[src/design/assert_macros.svh]
// Assertion helpers; bodies drop out for synthesis.
`ifndef ASSERT_MACROS_SVH
`define ASSERT_MACROS_SVH
`ifndef SYNTHESIS
`define NTCP_ASSERT(lbl, clk, rstn, prop, msg) \
    lbl: assert property (@(posedge clk) disable iff (!rstn) prop) else $error(msg);
`define NTCP_ASSERT_NR(lbl, clk, prop, msg) \
    lbl: assert property (@(posedge clk) prop) else $error(msg);
`else
`define NTCP_ASSERT(lbl, clk, rstn, prop, msg)
`define NTCP_ASSERT_NR(lbl, clk, prop, msg)
`endif
`endif

[src/design/ntcp_pkg.sv]
package ntcp_pkg;

    localparam logic [7:0] CH_DOLLAR = 8'h24;
    localparam logic [7:0] CH_STAR   = 8'h2A;
    localparam logic [7:0] CH_COMMA  = 8'h2C;
    localparam logic [7:0] CH_CR     = 8'h0D;
    localparam logic [7:0] CH_LF     = 8'h0A;
    localparam logic [7:0] CH_DOT    = 8'h2E;
    localparam logic [7:0] CH_PLUS   = 8'h2B;
    localparam logic [7:0] CH_MINUS  = 8'h2D;
    localparam logic [7:0] CH_SPACE  = 8'h20;
    localparam logic [7:0] CH_ZERO   = 8'h30;
    localparam logic [7:0] CH_NINE   = 8'h39;

    localparam logic [1:0] KIND_NONE = 2'd0;
    localparam logic [1:0] KIND_GGA  = 2'd1;
    localparam logic [1:0] KIND_ZDA  = 2'd2;
    localparam logic [1:0] KIND_VTG  = 2'd3;

    localparam logic [4:0] FIELD_MAX = 5'd31;

    // reciprocals: x/5 = (x*RECIP5)>>18, x/10 = (x*RECIP10)>>19, exact for 16-bit x
    localparam logic [15:0] RECIP5  = 16'd52429;
    localparam logic [15:0] RECIP10 = 16'd52429;

    localparam logic [0:0] REG_TIME_FROM_ZDA = 1'b0;
    localparam logic [0:0] REG_IGNORE_FIX    = 1'b1;

    typedef enum logic [5:0] {
        S_IDLE,
        S_FIN,
        S_G_RD, S_G_CHK, S_G_END,
        S_F_RD, S_F_CHK,
        S_T_START, S_T_DOT_RD, S_T_DOT_CHK, S_T_SCALE, S_T_DIV5, S_T_SUB,
        S_T_HMS0, S_T_H, S_T_M, S_T_S,
        S_DEC_RD, S_DEC_ACC,
        S_C_DOT_RD, S_C_DOT_CHK, S_C_WS0, S_C_WS_RD, S_C_WS_CHK,
        S_C_DIG_RD, S_C_DIG_CHK, S_C_END, S_C_FRAC, S_C_FDIV, S_C_COMB, S_C_STORE,
        S_CR_RD0, S_CR_CHK0, S_CR_RD1, S_CR_CHK1, S_K1, S_K2, S_CR_OUT
    } t_state;

    function automatic logic [7:0] hex_digit(input logic [3:0] v);
        hex_digit = (v < 4'd10) ? (8'h30 + 8'(v)) : (8'h41 + 8'(v) - 8'd10);
    endfunction

    // sentence tag characters; sel 0 GPGGA, 1 GPZDA, 2 GPVTG
    function automatic logic [7:0] tag_char(input logic [1:0] sel, input logic [2:0] pos);
        logic [7:0] c;
        c = 8'h00;
        unique case (pos)
            3'd0: c = 8'h47;
            3'd1: c = 8'h50;
            3'd2: c = (sel == 2'd0) ? 8'h47 : (sel == 2'd1) ? 8'h5A : 8'h56;
            3'd3: c = (sel == 2'd0) ? 8'h47 : (sel == 2'd1) ? 8'h44 : 8'h54;
            3'd4: c = (sel == 2'd0) ? 8'h41 : (sel == 2'd1) ? 8'h41 : 8'h47;
            default: c = 8'h00;
        endcase
        tag_char = c;
    endfunction

endpackage

[src/design/ntcp_ram.sv]
module ntcp_ram #(
    parameter int WIDTH = 8,
    parameter int DEPTH = 64
) (
    input  logic                     i_clk,
    input  logic                     i_we,
    input  logic [$clog2(DEPTH)-1:0] i_waddr,
    input  logic [WIDTH-1:0]         i_wdata,
    input  logic [$clog2(DEPTH)-1:0] i_raddr,
    output logic [WIDTH-1:0]         o_rdata
);

    logic [WIDTH-1:0] r_mem [DEPTH];
    logic [WIDTH-1:0] r_rdata;

    always_ff @(posedge i_clk) begin
        if (i_we) begin
            r_mem[i_waddr] <= i_wdata;
        end
        r_rdata <= r_mem[i_raddr];
    end

    assign o_rdata = r_rdata;

endmodule

[src/design/nmea_time_course_parser_top.sv]
// Ordinary bytes, '$', '*', LF: taken in the idle state, result offered on the next cycle.
// A comma goes through S_FIN; one that ends a parsed field first runs the sequencer over the
// field buffer, with read and check states per character per pass (two passes for a course).
// CR: the checksum reads two buffered bytes if present, then up to three passes of the multiplier.
// Synchronous active-low reset clears parser state and ignore-fix, sets time-from-ZDA; RAM kept.
`include "assert_macros.svh"

module nmea_time_course_parser_top #(
    parameter int TICKS_PER_SECOND = 7200,
    parameter int BUFFER_DEPTH     = 64,
    parameter int MAX_FIELDS       = 20
) (
    input  logic               i_clk,
    input  logic               i_rst_n,
    input  logic               i_in_valid,
    output logic               o_in_stall,
    input  logic [7:0]         i_rx_byte,
    output logic               o_out_valid,
    input  logic               i_out_stall,
    output logic [1:0]         o_report_kind,
    output logic signed [31:0] o_time_ticks,
    output logic [15:0]        o_course_hundredths,
    input  logic               psel,
    input  logic               penable,
    input  logic               pwrite,
    input  logic [2:0]         paddr,
    input  logic [31:0]        pwdata,
    output logic [31:0]        prdata,
    output logic               pready
);

    localparam int AW = $clog2(BUFFER_DEPTH);
    localparam logic [AW-1:0] CC_LAST = AW'(BUFFER_DEPTH - 1);
    localparam logic [5:0]  MF6  = 6'(MAX_FIELDS);
    localparam logic [15:0] T1   = 16'(TICKS_PER_SECOND);
    localparam logic [15:0] T10  = 16'(TICKS_PER_SECOND / 10);
    localparam logic [15:0] T100 = 16'(TICKS_PER_SECOND / 100);
    localparam logic [15:0] T200 = 16'(TICKS_PER_SECOND / 200);

    ntcp_pkg::t_state r_state, n_state, r_ret, n_ret;
    logic [4:0]    r_fn, n_fn;
    logic [AW-1:0] r_cc, n_cc, r_idx, n_idx, r_dot, n_dot;
    logic [1:0]    r_kind, n_kind, r_rk, n_rk, r_cnt, n_cnt, r_n, n_n;
    logic          r_ck, n_ck, r_fix, n_fix, r_time, n_time, r_cok, n_cok;
    logic [7:0]    r_xor, n_xor, r_h, n_h, r_m, n_m, r_s, n_s;
    logic [15:0]   r_sub, n_sub, r_crs, n_crs, r_whole, n_whole;
    logic [47:0]   r_acc, n_acc;
    logic [2:0]    r_tm, n_tm;
    logic          r_found, n_found, r_neg, n_neg, r_ok0, n_ok0;
    logic          r_zda, r_ign;
    logic          r_ov, n_ov;
    logic [1:0]    r_okind, n_okind;
    logic [31:0]   r_oticks, n_oticks;
    logic [15:0]   r_ocrs, n_ocrs;

    logic [31:0] mul_a, mul_c;
    logic [15:0] mul_b;
    logic [47:0] mul_p;
    logic        w_we;
    logic [7:0]  w_rdata;
    logic        out_free, in_acc, fld_ok, last, blank, digit;
    logic [15:0] dig16, w16;
    logic [AW-1:0] tn, cn;

    ntcp_ram #(.WIDTH(8), .DEPTH(BUFFER_DEPTH)) u_buf (
        .i_clk   (i_clk),
        .i_we    (w_we),
        .i_waddr (r_cc),
        .i_wdata (i_rx_byte),
        .i_raddr (r_idx),
        .o_rdata (w_rdata)
    );

    assign out_free   = !r_ov || !i_out_stall;
    assign o_in_stall = !((r_state == ntcp_pkg::S_IDLE) && out_free);
    assign in_acc     = i_in_valid && !o_in_stall;
    assign fld_ok     = (r_fn != 5'd0) && (({1'b0, r_fn} + 6'd1) < MF6);
    assign last       = (r_idx == (r_cc - AW'(1)));
    assign blank      = (w_rdata == ntcp_pkg::CH_SPACE) || (w_rdata >= 8'd9 && w_rdata <= 8'd13);
    assign digit      = (w_rdata >= ntcp_pkg::CH_ZERO) && (w_rdata <= ntcp_pkg::CH_NINE);
    assign dig16      = 16'(w_rdata) - 16'(ntcp_pkg::CH_ZERO);
    assign w16        = r_neg ? (16'd0 - r_acc[15:0]) : r_acc[15:0];
    assign tn         = r_cc - AW'(7);
    assign cn         = r_cc - r_dot - AW'(1);
    assign mul_p      = (48'(mul_a) * 48'(mul_b)) + 48'(mul_c);

    assign o_out_valid         = r_ov;
    assign o_report_kind       = r_okind;
    assign o_time_ticks        = signed'(r_oticks);
    assign o_course_hundredths = r_ocrs;
    assign pready              = 1'b1;
    assign prdata = (paddr[2] == ntcp_pkg::REG_IGNORE_FIX) ? {31'd0, r_ign} : {31'd0, r_zda};

    always_comb begin
        n_state = r_state; n_ret = r_ret; n_fn = r_fn; n_cc = r_cc; n_idx = r_idx;
        n_dot = r_dot; n_kind = r_kind; n_rk = r_rk; n_cnt = r_cnt; n_n = r_n;
        n_ck = r_ck; n_fix = r_fix; n_time = r_time; n_cok = r_cok; n_xor = r_xor;
        n_h = r_h; n_m = r_m; n_s = r_s; n_sub = r_sub; n_crs = r_crs; n_whole = r_whole;
        n_acc = r_acc; n_tm = r_tm; n_found = r_found; n_neg = r_neg; n_ok0 = r_ok0;
        n_ov = r_ov; n_okind = r_okind; n_oticks = r_oticks; n_ocrs = r_ocrs;
        mul_a = 32'd0; mul_b = 16'd0; mul_c = 32'd0;
        w_we = 1'b0;
        if (r_ov && !i_out_stall) begin
            n_ov = 1'b0;
        end
        unique case (r_state)
            ntcp_pkg::S_IDLE: begin
                if (in_acc) begin
                    if (i_rx_byte != ntcp_pkg::CH_CR) begin
                        n_ov = 1'b1; n_okind = ntcp_pkg::KIND_NONE;
                        n_oticks = 32'd0; n_ocrs = 16'd0;
                    end
                    priority if (i_rx_byte == ntcp_pkg::CH_DOLLAR) begin
                        n_fn = 5'd1; n_cc = '0; n_kind = ntcp_pkg::KIND_NONE; n_ck = 1'b0;
                        n_fix = 1'b0; n_time = 1'b0; n_cok = 1'b0; n_xor = 8'd0;
                    end else if (i_rx_byte == ntcp_pkg::CH_STAR) begin
                        n_ck = 1'b1; n_cc = '0;
                    end else if (i_rx_byte == ntcp_pkg::CH_COMMA) begin
                        n_xor = r_xor ^ ntcp_pkg::CH_COMMA;
                        n_state = ntcp_pkg::S_FIN;
                        if (fld_ok) begin
                            priority if (r_fn == 5'd1) begin
                                if (r_cc == AW'(5)) begin
                                    n_idx = '0; n_tm = 3'b111; n_state = ntcp_pkg::S_G_RD;
                                end
                            end else if (r_kind == ntcp_pkg::KIND_GGA) begin
                                if (!r_zda) begin
                                    if (r_fn == 5'd2) begin
                                        n_state = ntcp_pkg::S_T_START;
                                    end else if (r_fn == 5'd7) begin
                                        priority if (r_ign) n_fix = 1'b1;
                                        else if (r_cc == '0) n_fix = 1'b0;
                                        else begin
                                            n_idx = '0; n_state = ntcp_pkg::S_F_RD;
                                        end
                                    end
                                end
                            end else if (r_kind == ntcp_pkg::KIND_ZDA) begin
                                if (r_zda && r_fn == 5'd2) n_state = ntcp_pkg::S_T_START;
                            end else if (r_kind == ntcp_pkg::KIND_VTG) begin
                                if (r_fn == 5'd2) begin
                                    if (r_cc == '0) n_cok = 1'b0;
                                    else begin
                                        n_idx = '0; n_found = 1'b0;
                                        n_state = ntcp_pkg::S_C_DOT_RD;
                                    end
                                end
                            end
                        end
                    end else if (i_rx_byte == ntcp_pkg::CH_CR) begin
                        n_rk = ntcp_pkg::KIND_NONE;
                        if (r_cc >= AW'(2)) begin
                            n_idx = '0; n_state = ntcp_pkg::S_CR_RD0;
                        end else begin
                            n_state = ntcp_pkg::S_CR_OUT;
                        end
                    end else if (i_rx_byte == ntcp_pkg::CH_LF) begin
                        n_state = ntcp_pkg::S_IDLE;
                    end else if (r_fn != 5'd0) begin
                        if (r_cc != CC_LAST) begin
                            w_we = 1'b1;
                            n_cc = r_cc + AW'(1);
                            if (!r_ck) n_xor = r_xor ^ i_rx_byte;
                        end else begin
                            n_fn = 5'd0;
                        end
                    end
                end
            end
            ntcp_pkg::S_FIN: begin
                n_cc = '0;
                if (r_fn != ntcp_pkg::FIELD_MAX) n_fn = r_fn + 5'd1;
                n_state = ntcp_pkg::S_IDLE;
            end
            ntcp_pkg::S_G_RD: n_state = ntcp_pkg::S_G_CHK;
            ntcp_pkg::S_G_CHK: begin
                for (int k = 0; k < 3; k++) begin
                    if (w_rdata != ntcp_pkg::tag_char(2'(k), r_idx[2:0])) n_tm[k] = 1'b0;
                end
                if (r_idx == AW'(4)) n_state = ntcp_pkg::S_G_END;
                else begin
                    n_idx = r_idx + AW'(1); n_state = ntcp_pkg::S_G_RD;
                end
            end
            ntcp_pkg::S_G_END: begin
                priority if (r_tm[0]) n_kind = ntcp_pkg::KIND_GGA;
                else if (r_tm[1]) n_kind = ntcp_pkg::KIND_ZDA;
                else if (r_tm[2]) n_kind = ntcp_pkg::KIND_VTG;
                n_state = ntcp_pkg::S_FIN;
            end
            ntcp_pkg::S_F_RD: n_state = ntcp_pkg::S_F_CHK;
            ntcp_pkg::S_F_CHK: begin
                n_fix = (w_rdata != ntcp_pkg::CH_ZERO);
                n_state = ntcp_pkg::S_FIN;
            end
            ntcp_pkg::S_T_START: begin
                priority if (r_cc < AW'(6)) begin
                    n_time = 1'b0;
                    if (r_kind == ntcp_pkg::KIND_ZDA) n_fix = 1'b0;
                    n_state = ntcp_pkg::S_FIN;
                end else if (r_cc >= AW'(8)) begin
                    n_idx = AW'(6); n_state = ntcp_pkg::S_T_DOT_RD;
                end else begin
                    n_sub = 16'd0; n_state = ntcp_pkg::S_T_HMS0;
                end
            end
            ntcp_pkg::S_T_DOT_RD: n_state = ntcp_pkg::S_T_DOT_CHK;
            ntcp_pkg::S_T_DOT_CHK: begin
                if (w_rdata == ntcp_pkg::CH_DOT) begin
                    if (tn > AW'(3)) begin
                        n_time = 1'b0;
                        if (r_kind == ntcp_pkg::KIND_ZDA) n_fix = 1'b0;
                        n_state = ntcp_pkg::S_FIN;
                    end else begin
                        n_n = tn[1:0]; n_cnt = tn[1:0]; n_idx = AW'(7); n_acc = 48'd0;
                        n_ret = ntcp_pkg::S_T_SCALE; n_state = ntcp_pkg::S_DEC_RD;
                    end
                end else begin
                    n_sub = 16'd0; n_state = ntcp_pkg::S_T_HMS0;
                end
            end
            ntcp_pkg::S_DEC_RD: n_state = ntcp_pkg::S_DEC_ACC;
            ntcp_pkg::S_DEC_ACC: begin
                mul_a = {16'd0, r_acc[15:0]}; mul_b = 16'd10; mul_c = {16'd0, dig16};
                n_acc = {32'd0, mul_p[15:0]};
                n_idx = r_idx + AW'(1);
                n_cnt = r_cnt - 2'd1;
                n_state = (r_cnt == 2'd1) ? r_ret : ntcp_pkg::S_DEC_RD;
            end
            ntcp_pkg::S_T_SCALE: begin
                mul_a = {16'd0, r_acc[15:0]};
                mul_b = (r_n == 2'd1) ? T10 : (r_n == 2'd2) ? T100 : ntcp_pkg::RECIP5;
                n_acc = mul_p;
                n_state = (r_n == 2'd3) ? ntcp_pkg::S_T_DIV5 : ntcp_pkg::S_T_SUB;
            end
            ntcp_pkg::S_T_DIV5: begin
                mul_a = {16'd0, r_acc[33:18]}; mul_b = T200;
                n_acc = mul_p; n_state = ntcp_pkg::S_T_SUB;
            end
            ntcp_pkg::S_T_SUB: begin
                n_sub = r_acc[15:0]; n_state = ntcp_pkg::S_T_HMS0;
            end
            ntcp_pkg::S_T_HMS0: begin
                n_idx = AW'(0); n_cnt = 2'd2; n_acc = 48'd0;
                n_ret = ntcp_pkg::S_T_H; n_state = ntcp_pkg::S_DEC_RD;
            end
            ntcp_pkg::S_T_H: begin
                n_h = r_acc[7:0]; n_idx = AW'(2); n_cnt = 2'd2; n_acc = 48'd0;
                n_ret = ntcp_pkg::S_T_M; n_state = ntcp_pkg::S_DEC_RD;
            end
            ntcp_pkg::S_T_M: begin
                n_m = r_acc[7:0]; n_idx = AW'(4); n_cnt = 2'd2; n_acc = 48'd0;
                n_ret = ntcp_pkg::S_T_S; n_state = ntcp_pkg::S_DEC_RD;
            end
            ntcp_pkg::S_T_S: begin
                n_s = r_acc[7:0]; n_time = 1'b1;
                if (r_kind == ntcp_pkg::KIND_ZDA) n_fix = 1'b1;
                n_state = ntcp_pkg::S_FIN;
            end
            ntcp_pkg::S_C_DOT_RD: n_state = ntcp_pkg::S_C_DOT_CHK;
            ntcp_pkg::S_C_DOT_CHK: begin
                priority if (w_rdata == ntcp_pkg::CH_DOT) begin
                    n_found = 1'b1; n_dot = r_idx; n_state = ntcp_pkg::S_C_WS0;
                end else if (last) begin
                    n_state = ntcp_pkg::S_C_WS0;
                end else begin
                    n_idx = r_idx + AW'(1); n_state = ntcp_pkg::S_C_DOT_RD;
                end
            end
            ntcp_pkg::S_C_WS0: begin
                n_idx = '0; n_neg = 1'b0; n_acc = 48'd0; n_state = ntcp_pkg::S_C_WS_RD;
            end
            ntcp_pkg::S_C_WS_RD: n_state = ntcp_pkg::S_C_WS_CHK;
            ntcp_pkg::S_C_WS_CHK: begin
                priority if (blank) begin
                    if (last) n_state = ntcp_pkg::S_C_END;
                    else begin
                        n_idx = r_idx + AW'(1); n_state = ntcp_pkg::S_C_WS_RD;
                    end
                end else if (w_rdata == ntcp_pkg::CH_PLUS || w_rdata == ntcp_pkg::CH_MINUS) begin
                    n_neg = (w_rdata == ntcp_pkg::CH_MINUS);
                    if (last) n_state = ntcp_pkg::S_C_END;
                    else begin
                        n_idx = r_idx + AW'(1); n_state = ntcp_pkg::S_C_DIG_RD;
                    end
                end else begin
                    n_state = ntcp_pkg::S_C_DIG_RD;
                end
            end
            ntcp_pkg::S_C_DIG_RD: n_state = ntcp_pkg::S_C_DIG_CHK;
            ntcp_pkg::S_C_DIG_CHK: begin
                if (digit) begin
                    mul_a = {16'd0, r_acc[15:0]}; mul_b = 16'd10; mul_c = {16'd0, dig16};
                    n_acc = {32'd0, mul_p[15:0]};
                    if (last) n_state = ntcp_pkg::S_C_END;
                    else begin
                        n_idx = r_idx + AW'(1); n_state = ntcp_pkg::S_C_DIG_RD;
                    end
                end else begin
                    n_state = ntcp_pkg::S_C_END;
                end
            end
            ntcp_pkg::S_C_END: begin
                n_whole = w16;
                if (r_found && r_dot != '0) begin
                    if (cn == '0 || cn > AW'(3)) begin
                        n_cok = 1'b0; n_state = ntcp_pkg::S_FIN;
                    end else begin
                        n_n = cn[1:0]; n_cnt = cn[1:0]; n_idx = r_dot + AW'(1);
                        n_acc = 48'd0; n_ret = ntcp_pkg::S_C_FRAC;
                        n_state = ntcp_pkg::S_DEC_RD;
                    end
                end else begin
                    mul_a = {16'd0, w16}; mul_b = 16'd100;
                    n_acc = mul_p; n_state = ntcp_pkg::S_C_STORE;
                end
            end
            ntcp_pkg::S_C_FRAC: begin
                mul_a = {16'd0, r_acc[15:0]};
                mul_b = (r_n == 2'd3) ? ntcp_pkg::RECIP10 : (r_n == 2'd1) ? 16'd10 : 16'd1;
                n_acc = mul_p;
                n_state = (r_n == 2'd3) ? ntcp_pkg::S_C_FDIV : ntcp_pkg::S_C_COMB;
            end
            ntcp_pkg::S_C_FDIV: begin
                n_acc = {32'd0, r_acc[34:19]}; n_state = ntcp_pkg::S_C_COMB;
            end
            ntcp_pkg::S_C_COMB: begin
                mul_a = {16'd0, r_whole}; mul_b = 16'd100; mul_c = {16'd0, r_acc[15:0]};
                n_acc = mul_p; n_state = ntcp_pkg::S_C_STORE;
            end
            ntcp_pkg::S_C_STORE: begin
                n_crs = r_acc[15:0]; n_cok = 1'b1; n_state = ntcp_pkg::S_FIN;
            end
            ntcp_pkg::S_CR_RD0: n_state = ntcp_pkg::S_CR_CHK0;
            ntcp_pkg::S_CR_CHK0: begin
                n_ok0 = (w_rdata == ntcp_pkg::hex_digit(r_xor[7:4]));
                n_idx = AW'(1); n_state = ntcp_pkg::S_CR_RD1;
            end
            ntcp_pkg::S_CR_RD1: n_state = ntcp_pkg::S_CR_CHK1;
            ntcp_pkg::S_CR_CHK1: begin
                n_state = ntcp_pkg::S_CR_OUT;
                if (r_ok0 && w_rdata == ntcp_pkg::hex_digit(r_xor[3:0])) begin
                    if ((r_kind == ntcp_pkg::KIND_GGA || r_kind == ntcp_pkg::KIND_ZDA)
                        && r_time && r_fix) begin
                        mul_a = {24'd0, r_h}; mul_b = 16'd60; mul_c = {24'd0, r_m};
                        n_acc = mul_p; n_rk = r_kind; n_state = ntcp_pkg::S_K1;
                    end else if (r_kind == ntcp_pkg::KIND_VTG && r_cok) begin
                        n_rk = ntcp_pkg::KIND_VTG;
                    end
                end
            end
            ntcp_pkg::S_K1: begin
                mul_a = r_acc[31:0]; mul_b = 16'd60; mul_c = {24'd0, r_s};
                n_acc = mul_p; n_state = ntcp_pkg::S_K2;
            end
            ntcp_pkg::S_K2: begin
                mul_a = r_acc[31:0]; mul_b = T1; mul_c = {16'd0, r_sub};
                n_acc = mul_p; n_state = ntcp_pkg::S_CR_OUT;
            end
            ntcp_pkg::S_CR_OUT: begin
                if (out_free) begin
                    n_ov = 1'b1; n_okind = r_rk;
                    n_oticks = (r_rk == ntcp_pkg::KIND_GGA || r_rk == ntcp_pkg::KIND_ZDA)
                             ? r_acc[31:0] : 32'd0;
                    n_ocrs = (r_rk == ntcp_pkg::KIND_VTG) ? r_crs : 16'd0;
                    n_fn = 5'd0; n_kind = ntcp_pkg::KIND_NONE;
                    n_fix = 1'b0; n_time = 1'b0; n_cok = 1'b0;
                    n_state = ntcp_pkg::S_IDLE;
                end
            end
            default: n_state = ntcp_pkg::S_IDLE;
        endcase
    end

    always_ff @(posedge i_clk) begin
        if (!i_rst_n) begin
            r_state <= ntcp_pkg::S_IDLE;
            r_fn <= 5'd0; r_cc <= '0; r_kind <= ntcp_pkg::KIND_NONE; r_ck <= 1'b0;
            r_xor <= 8'd0; r_fix <= 1'b0; r_time <= 1'b0; r_cok <= 1'b0;
            r_h <= 8'd0; r_m <= 8'd0; r_s <= 8'd0; r_sub <= 16'd0; r_crs <= 16'd0;
            r_ov <= 1'b0; r_zda <= 1'b1; r_ign <= 1'b0;
        end else begin
            r_state <= n_state;
            r_fn <= n_fn; r_cc <= n_cc; r_kind <= n_kind; r_ck <= n_ck;
            r_xor <= n_xor; r_fix <= n_fix; r_time <= n_time; r_cok <= n_cok;
            r_h <= n_h; r_m <= n_m; r_s <= n_s; r_sub <= n_sub; r_crs <= n_crs;
            r_ov <= n_ov;
            if (psel && penable && pwrite) begin
                if (paddr[2] == ntcp_pkg::REG_TIME_FROM_ZDA) r_zda <= pwdata[0];
                else r_ign <= pwdata[0];
            end
        end
    end

    always_ff @(posedge i_clk) begin
        r_ret <= n_ret; r_idx <= n_idx; r_dot <= n_dot; r_rk <= n_rk; r_cnt <= n_cnt;
        r_n <= n_n; r_whole <= n_whole; r_acc <= n_acc; r_tm <= n_tm; r_found <= n_found;
        r_neg <= n_neg; r_ok0 <= n_ok0;
        r_okind <= n_okind; r_oticks <= n_oticks; r_ocrs <= n_ocrs;
    end

    `NTCP_ASSERT(a_cr_goes_busy, i_clk, i_rst_n, (in_acc && i_rx_byte == ntcp_pkg::CH_CR) |=> (r_state != ntcp_pkg::S_IDLE), "CR transfer did not start the checksum sequence")
    `NTCP_ASSERT(a_cr_clears, i_clk, i_rst_n, (r_state == ntcp_pkg::S_CR_OUT && out_free) |=> (r_fn == 5'd0 && r_kind == ntcp_pkg::KIND_NONE && !r_time && !r_fix && o_out_valid), "sentence state not cleared after CR result")
    `NTCP_ASSERT(a_comma_xor, i_clk, i_rst_n, (in_acc && i_rx_byte == ntcp_pkg::CH_COMMA) |=> (r_xor == ($past(r_xor) ^ ntcp_pkg::CH_COMMA)), "comma not folded into checksum")

endmodule
[config.mk]
export PLATFORM = sky130hd
export DESIGN_NAME = nmea_time_course_parser_top
export DESIGN_NICKNAME = d
export VERILOG_FILES = /design/src/design/ntcp_pkg.sv /design/src/design/ntcp_ram.sv /design/src/design/nmea_time_course_parser_top.sv
export VERILOG_INCLUDE_DIRS = /design/src /design/src/design
export SDC_FILE = /design/constraint.sdc
export NUM_CORES = 2
export LEC_CHECK = 0
export ABC_CLOCK_PERIOD_IN_PS = 7400
export BUFFER_PORTS_ARGS = -buffer_cell sky130_fd_sc_hd__buf_2
export CORE_MARGIN = 3
export CORE_UTILIZATION = 44
export DETAILED_ROUTE_END_ITERATION = 8
export GPL_TIMING_DRIVEN = 1
export SLEW_MARGIN = 40
export SYNTH_ARGS = -nofsm -noshare
export SYNTH_HDL_FRONTEND = slang
export SYNTH_HIERARCHICAL = 1
export SYNTH_SLANG_ARGS = --single-unit
export TNS_END_PERCENT = 20
[constraint.sdc]
create_clock -name i_clk -period 7.4 [get_ports i_clk]
set_clock_uncertainty 0.05 [all_clocks]
set_input_delay 0.37 -clock i_clk [delete_from_list [all_inputs] [get_ports i_clk]]
set_output_delay 0.37 -clock i_clk [all_outputs]
set_load 0.1 [all_outputs]
=== Word level (Yosys, flattened, before mapping) ===
Memory sizes are Yosys's and may differ from the RTL's. A register that Yosys moved wholly into a read port is not among the register bits.
Cells that the tools add are included.

* Bits in registers: 221
* Memory bits (writable): 512
* Input port bits: 50
* Output and inout bits: 85
* Word-level logic and storage cells: 587
* Memories kept: 1

{| class="wikitable"
|+ Memories
! name !! words !! bits a word !! rd ports !! clocked after memory_dff !! write ports !! RTL line !! RTL
|-
| u_buf.r_mem || 64 || 8 || 1 || 1 || 1 || ntcp_ram.sv:13 || <nowiki>logic [WIDTH-1:0] r_mem [DEPTH];</nowiki>
|}

* Add/subtract/negate cells: 19
* $mul: 1
* $lt $le $gt $ge: 12
* Equal/unequal tests: 165
* Mux-type cells: 265
* Bitwise operators: 3
* Reductions and logical operators: 86

{| class="wikitable"
|+ Operator list
! cell !! number
|-
| 2-to-1 mux 6 bit || 62
|-
| one-hot mux 35 bit (8 select lines) || 1
|-
| 2-to-1 mux 35 bit || 7
|-
| 2-to-1 mux 16 bit || 14
|-
| one-hot mux 32 bit (7 select lines) || 1
|-
| one-hot mux 6 bit (32 select lines) || 1
|-
| one-hot mux 16 bit (10 select lines) || 1
|-
| 2-to-1 mux 8 bit || 17
|-
| 2-to-1 mux 32 bit || 4
|-
| equality test 6 x 5 -> 1 bit (second input constant) || 16
|-
| one-hot mux 16 bit (6 select lines) || 1
|-
| one-hot mux 6 bit (13 select lines) || 1
|-
| inequality test 2 bit (second input constant) || 38
|-
| 2-to-1 mux 5 bit || 15
|-
| 2-to-1 mux 1 bit || 71
|-
| one-hot mux 32 bit (2 select lines) || 1
|-
| 2-to-1 mux 3 bit || 20
|-
| equality test 8 x 6 -> 1 bit (second input constant) || 7
|-
| equality test 6 x 4 -> 1 bit (second input constant) || 8
|-
| one-hot mux 16 bit (3 select lines) || 1
|-
| 2-to-1 mux 2 bit || 23
|-
| inequality test 3 bit (second input constant) || 15
|-
| equality test 6 x 3 -> 1 bit (second input constant) || 6
|-
| equality test 6 bit (second input constant) || 6
|-
| other kinds (100) || 214
|}

=== Depth between registers and ports, before layout ===
* Word-level depth: 14
* Depth in mapped cells: 33
* Mapped depth without buffers: 31

=== Cells and area by module ===
Netlist, hierarchy kept.

{| class="wikitable"
|+ Modules (own cells, without submodules)
! module !! times used !! cells each !! area an instance (um^2) !! seq. area each (um^2)
|-
| nmea_time_course_parser_top || 1 || 2880 || 25181.7 || 5675.4
|-
| ntcp_ram || 1 || 955 || 20156.8 || 15534.9
|}

=== Worst setup path after synthesis ===
OpenSTA, ideal clock, no wires.

* Kind: register to register
* Start point: reg r_acc[0]
* End point: reg r_acc[26] (data pin)
* Setup time: 269 ps
* Arrival: 7217 ps
* Data required time: 7081 ps
* Setup slack: -136 ps
* Cell stages (with the launch flop): 31
* Buffers on the path: 2
* Period minus slack after synthesis: 7536 ps
* Path through: edfxtp_1 clkbuf_1 inv_1 ha_1 nand3_1 or4_1 o21ai_0 nor3_1 a221o_1 a21oi_1 buf_2 nor2_1 fa_1 inv_1 fa_1 fa_1 inv_1 fa_1 fa_1 inv_1 fa_1 inv_1 ha_1 nand4_1 or2_2 a211o_1 and2_1 a211oi_1 o31ai_1 a21oi_1 nor3b_1

* Cells in the longest elaborated chain, start to end: 9
* Elaborated cells on any way between the ends: 12
* Classes of those cells: add/sub: 2; mul: 1; mux: 9

{| class="wikitable"
|+ Ends and longest elaborated chain
! what !! RTL line !! RTL
|-
| start: declaration || nmea_time_course_parser_top.sv:47 || <nowiki>logic [47:0] r_acc, n_acc;</nowiki>
|-
| start signal: assignment || nmea_time_course_parser_top.sv:397 || <nowiki>r_n <= n_n; r_whole <= n_whole; r_acc <= n_acc; r_tm <= n_tm; r_found <= n_found;</nowiki>
|-
| subtractor 1 x 16 -> 16 bit || nmea_time_course_parser_top.sv:82 || <nowiki>assign w16 = r_neg ? (16'd0 - r_acc[15:0]) : r_acc[15:0];</nowiki>
|-
| 2-to-1 mux 16 bit || nmea_time_course_parser_top.sv:82 ||
|-
| 2-to-1 mux 16 bit || nmea_time_course_parser_top.sv:305 || <nowiki>if (r_found && r_dot != '0) begin</nowiki>
|-
| one-hot mux 32 bit (7 select lines) || nmea_time_course_parser_top.sv:106 || <nowiki>unique case (r_state)</nowiki>
|-
| multiplier 32 x 16 -> 35 bit || nmea_time_course_parser_top.sv:85 || <nowiki>assign mul_p = (48'(mul_a) * 48'(mul_b)) + 48'(mul_c);</nowiki>
|-
| adder 35 x 16 -> 35 bit (*) || nmea_time_course_parser_top.sv:85 ||
|-
| 2-to-1 mux 35 bit || nmea_time_course_parser_top.sv:343 || <nowiki>if ((r_kind == ntcp_pkg::KIND_GGA || r_kind == ntcp_pkg::KIND_ZDA)</nowiki>
|-
| 2-to-1 mux 35 bit || nmea_time_course_parser_top.sv:342 || <nowiki>if (r_ok0 && w_rdata == ntcp_pkg::hex_digit(r_xor[3:0])) begin</nowiki>
|-
| one-hot mux 35 bit (8 select lines) (*) || nmea_time_course_parser_top.sv:106 ||
|-
| via n_acc[26] || nmea_time_course_parser_top.sv:47 ||
|}

Mark *: on every way through the listed nets, which the timed path passes. The rest lies on a longest branch. The select of a mux whose other input is x is not followed.
A chain may end at the register's enable or synchronous reset.

=== Final worst setup path ===
* Start point: reg u_buf.r_rdata[5] (netlist: u_buf/o_rdata[5]), read port of u_buf.r_mem
* End point: reg r_acc[18] (data pin)

* Cells in the longest elaborated chain, start to end: 9
* Elaborated cells on any way between the ends: 21
* Classes of those cells: add/sub: 2; mul: 1; order compare: 2; eq/ne: 1; mux: 13; reduce/logical: 2

{| class="wikitable"
|+ Ends and longest elaborated chain
! what !! RTL line !! RTL
|-
| start: declaration || ntcp_ram.sv:14 || <nowiki>logic [WIDTH-1:0] r_rdata;</nowiki>
|-
| >= comparator 8 x 6 -> 1 bit, or another cell as far along || nmea_time_course_parser_top.sv:80 || <nowiki>assign digit = (w_rdata >= ntcp_pkg::CH_ZERO) && (w_rdata <= ntcp_pkg::CH_NINE);</nowiki>
|-
| logical AND 1 bit (on tied branches) || nmea_time_course_parser_top.sv:80, nmea_time_course_parser_top.sv:342 ||
|-
| 2-to-1 mux 4 bit, or another cell as far along || nmea_time_course_parser_top.sv:292 || <nowiki>if (digit) begin</nowiki>
|-
| one-hot mux 16 bit (10 select lines) or one-hot mux 32 bit (7 select lines) (tied branches) || nmea_time_course_parser_top.sv:106 ||
|-
| multiplier 32 x 16 -> 35 bit || nmea_time_course_parser_top.sv:85 ||
|-
| adder 35 x 16 -> 35 bit (*) || nmea_time_course_parser_top.sv:85 ||
|-
| 2-to-1 mux 35 bit || nmea_time_course_parser_top.sv:343 ||
|-
| 2-to-1 mux 35 bit || nmea_time_course_parser_top.sv:342 ||
|-
| one-hot mux 35 bit (8 select lines) (*) || nmea_time_course_parser_top.sv:106 ||
|-
| via n_acc[18] || nmea_time_course_parser_top.sv:47 ||
|}

Marked as above.

==> results.cfg <==
[status]
outcome = finished, violations left
failed_checks = negative setup slack

[yosys]
synth_commonest_cells = edfxtp_1, inv_1, nor2_1, fa_1, nand2_1
yosysMostFrequentCell = edfxtp_1
synth.distinct_cells = 97
synth_top_area_frac = 0.4246
synth_seq_cells = 739
synth_area_leader_cell = edfxtp_1
yosysSeqAreaShare = 0.4678
syn-cell-area_mm2 = 0.04534
synth_edf_count = 641
postSynthAreaPerCell_um2 = 11.82
yosys_warnings = 6
netlist_top_cells_area = edfxtp_1, fa_1, mux4_2
synthCells = 3835
synthArstFlopShare = 0
ys.flop_type = edfxtp_1

[critical_path]
reg2reg_from = u_buf/o_rdata[5]$_DFF_P_
end_kind = register
path_max_fanout = 6
crit_family = adder cells
rrSetupSlack_ns = -0.13
cp.depth = 31
crit_start = u_buf/o_rdata[5]$_DFF_P_
max_stage_delay_ns = 0.55
endpoint = r_acc[18]$_DFFE_PP_
reg2reg_depth = 31
rr_endpoint = r_acc[18]$_DFFE_PP_
cp-start-kind = register
crit_required_ns = 7.74
slowest_stage = fa_1
cp_data_arrival_time_ns = 7.87
path_class = reg2reg
path_buf_inv = 7

[clock_tree]
cts.path.max_buffers = 3
clkTransAtPathRegs_ns = 0.07
cts_tree = done
h-tree-depth = 3
root_buffer = clkbuf_16
cts.sinks = 739
clock_latency_ns = 0.66
numCtsBuffers = 80

[final_layout]
areaGrowthSynthToFinish_pct = 18.00
drive_gt1_frac = 0.2145
fill_cells = 8918
utilization = 0.5243
n_antenna_cell = 0
nNetsFinal = 4806

[global_routing]
grt_remaining_overflow = 0
antenna_found_initial = 0
grt_pass1_vias = 31540
grt_pass1_wl_um = 193300
grt_start_max_net_pins = 83
grtUsageTotal = 0.2361

[placement]
pre_cts_slack_ns = -0.5198
dp_hpwl_um = 89220
io_buffers = 69
gp_congestion = 0.9533

[min_path]
hold_path.class = in2reg

[floorplanning]
ioPinCount = 135
core_area_mm2 = 0.1020
die_height_um = 327
std_cell_rows = 117
die_width_um = 327
initial_core_util = 0.4443
die_area_mm2 = 0.1069

[sta]
relSlewSlack = 0.3603
grt_setup_unrepaired = yes
final.setup.worst_slack_ns = -0.1267
fin_crit_ns = 7.527
final.period_utilization = 1.017
hold_viol_final = 0
worst_pin_slew_ns = 0.9572
max_freq_mhz = 132.9
final_max_slew_viol_count = 0
setup_viol = 12

[job]
drv_cap = 0

[route]
drt_first_pass_iters = 6
num_vias = 31420
wirelength_um = 125300
ant_nets = 0
drc = 0
first_iter_violations = 2743
wire_per_inst_um = 21.94
avgViaCountPerCell = 5.501

[power_and_ir_drop]
leakage_nw = 20.95
peakVddDrop_v = 0.0001820
powerDensity_mw_per_mm2 = 186.9
-- metrics by stage --
stage               instances  total power [mW]  instance area, µm²  setup TNS [ns]  hold slack, ns
global placement         5528             6.020               49680          -9.950          0.3874
detailed placement       5528             6.021               49740          -6.542          0.3920
floorplan                3936             5.587               45740       -0.002200          0.3744
global route             5712             10.42               53500          -6.087         0.03860
finish                   5712             10.00               53500         -0.6232         0.02978
CTS                      5703             10.04               53150         -0.2365        0.001871
-- tightest hold or removal path, delay by kind of cell --
kind / cells / cell delay (ns)
simple gates: 2 / 0.16
buf+inv: 1 / 0.11
mux: 1 / 0.07
-- cell usage in the layout (no fill, tap or decap), types with 80 or more instances in the layout --
master     instances
a21oi_1          115
conb_1           103
clkbuf_16         83
ha_1             151
mux4_2           118
dfxtp_1           89
fa_1             305
buf_4            378
inv_1            507
nand2_1          273
o21ai_0           80
edfxtp_1         641
nor2_1           339
-- cells by family after synthesis --
| logic type | after synthesis | share of synthesized area |
|---|---|---|
| simple gates | 1090 | 0.1139 |
| buf+inv | 746 | 0.06902 |
| flops | 739 | 0.4678 |
| compound gates | 530 | 0.07912 |
| fa+ha+maj | 475 | 0.1829 |
| mux | 161 | 0.06932 |
| xor+xnor | 92 | 0.01777 |
| other cells | 2 | 0.0001656 |
-- state kept, by name, summed over array words and instances (netlist names), 8 cells and up --
name	cells
o_time_ticks	32
u_buf/r_mem	512
r_whole	16
r_h	8
u_buf/o_rdata	8
r_crs	16
r_acc	35
r_m	8
r_xor	8
r_sub	16
r_s	8
o_course_hundredths	16
-- layer usage --
metal | share of wire | wire length [µm] | vias up | global-route usage
li1 | - | - | 14160 | -
met1 | 0.43 | 54220 | 15890 | 0.3366
met2 | 0.47 | 58400 | 1159 | 0.3801
met3 | 0.070 | 8767 | 211 | 0.03207
met4 | 0.031 | 3921 | 0 | 0.06755
met5 | 0 | 0 | - | 0
-- cell type report --
cell class	instances	area (µm²)	share of cell area
Tap cell	1368	1712	0.03199
Multi-Input combinational cell	2452	22230	0.4155
Inverter	523	1963	0.03669
Timing Repair Buffer	485	3736	0.06983
Clock buffer	97	2150	0.04018
Sequential cell	739	21230	0.3967
Clock inverter	48	486.7	0.009097
-- worst min-delay path by stage --
stage,cells past startpoint,slack [ns],end,from
after CTS,4,0.002,r_ign$_SDFFE_PN0P_,psel
after global placement,2,0.39,r_crs[3]$_SDFFE_PN0P_,r_crs[3]$_SDFFE_PN0P_
final,4,0.03,r_ign$_SDFFE_PN0P_,psel
after floorplan,0,0.37,r_whole[0]$_DFFE_PP_,r_acc[0]$_DFFE_PP_
after detailed placement,2,0.39,r_crs[7]$_SDFFE_PN0P_,r_crs[7]$_SDFFE_PN0P_
after global routing,4,0.04,r_ign$_SDFFE_PN0P_,psel
-- power breakdown --
| group | total [mW] | internal (mW) | leakage (nW) | switching [mW] |
|---|---|---|---|---|
| logic | 1.48 | 0.595 | 13.1 | 0.888 |
| registers | 4.53 | 4.53 | 6.62 | 0.00530 |
| clock network | 3.98 | 2.27 | 1.28 | 1.71 |
-- repair_timing --
item,in CTS,in global routing
endpoints found under the setup margin,22,23
hold endpoints to repair,6,0
gates cloned,1,0
gates resized for setup,134,51
pin swaps,75,53
hold buffers,5,0
setup buffers,25,10
Power figures use the tool's default switching activity.
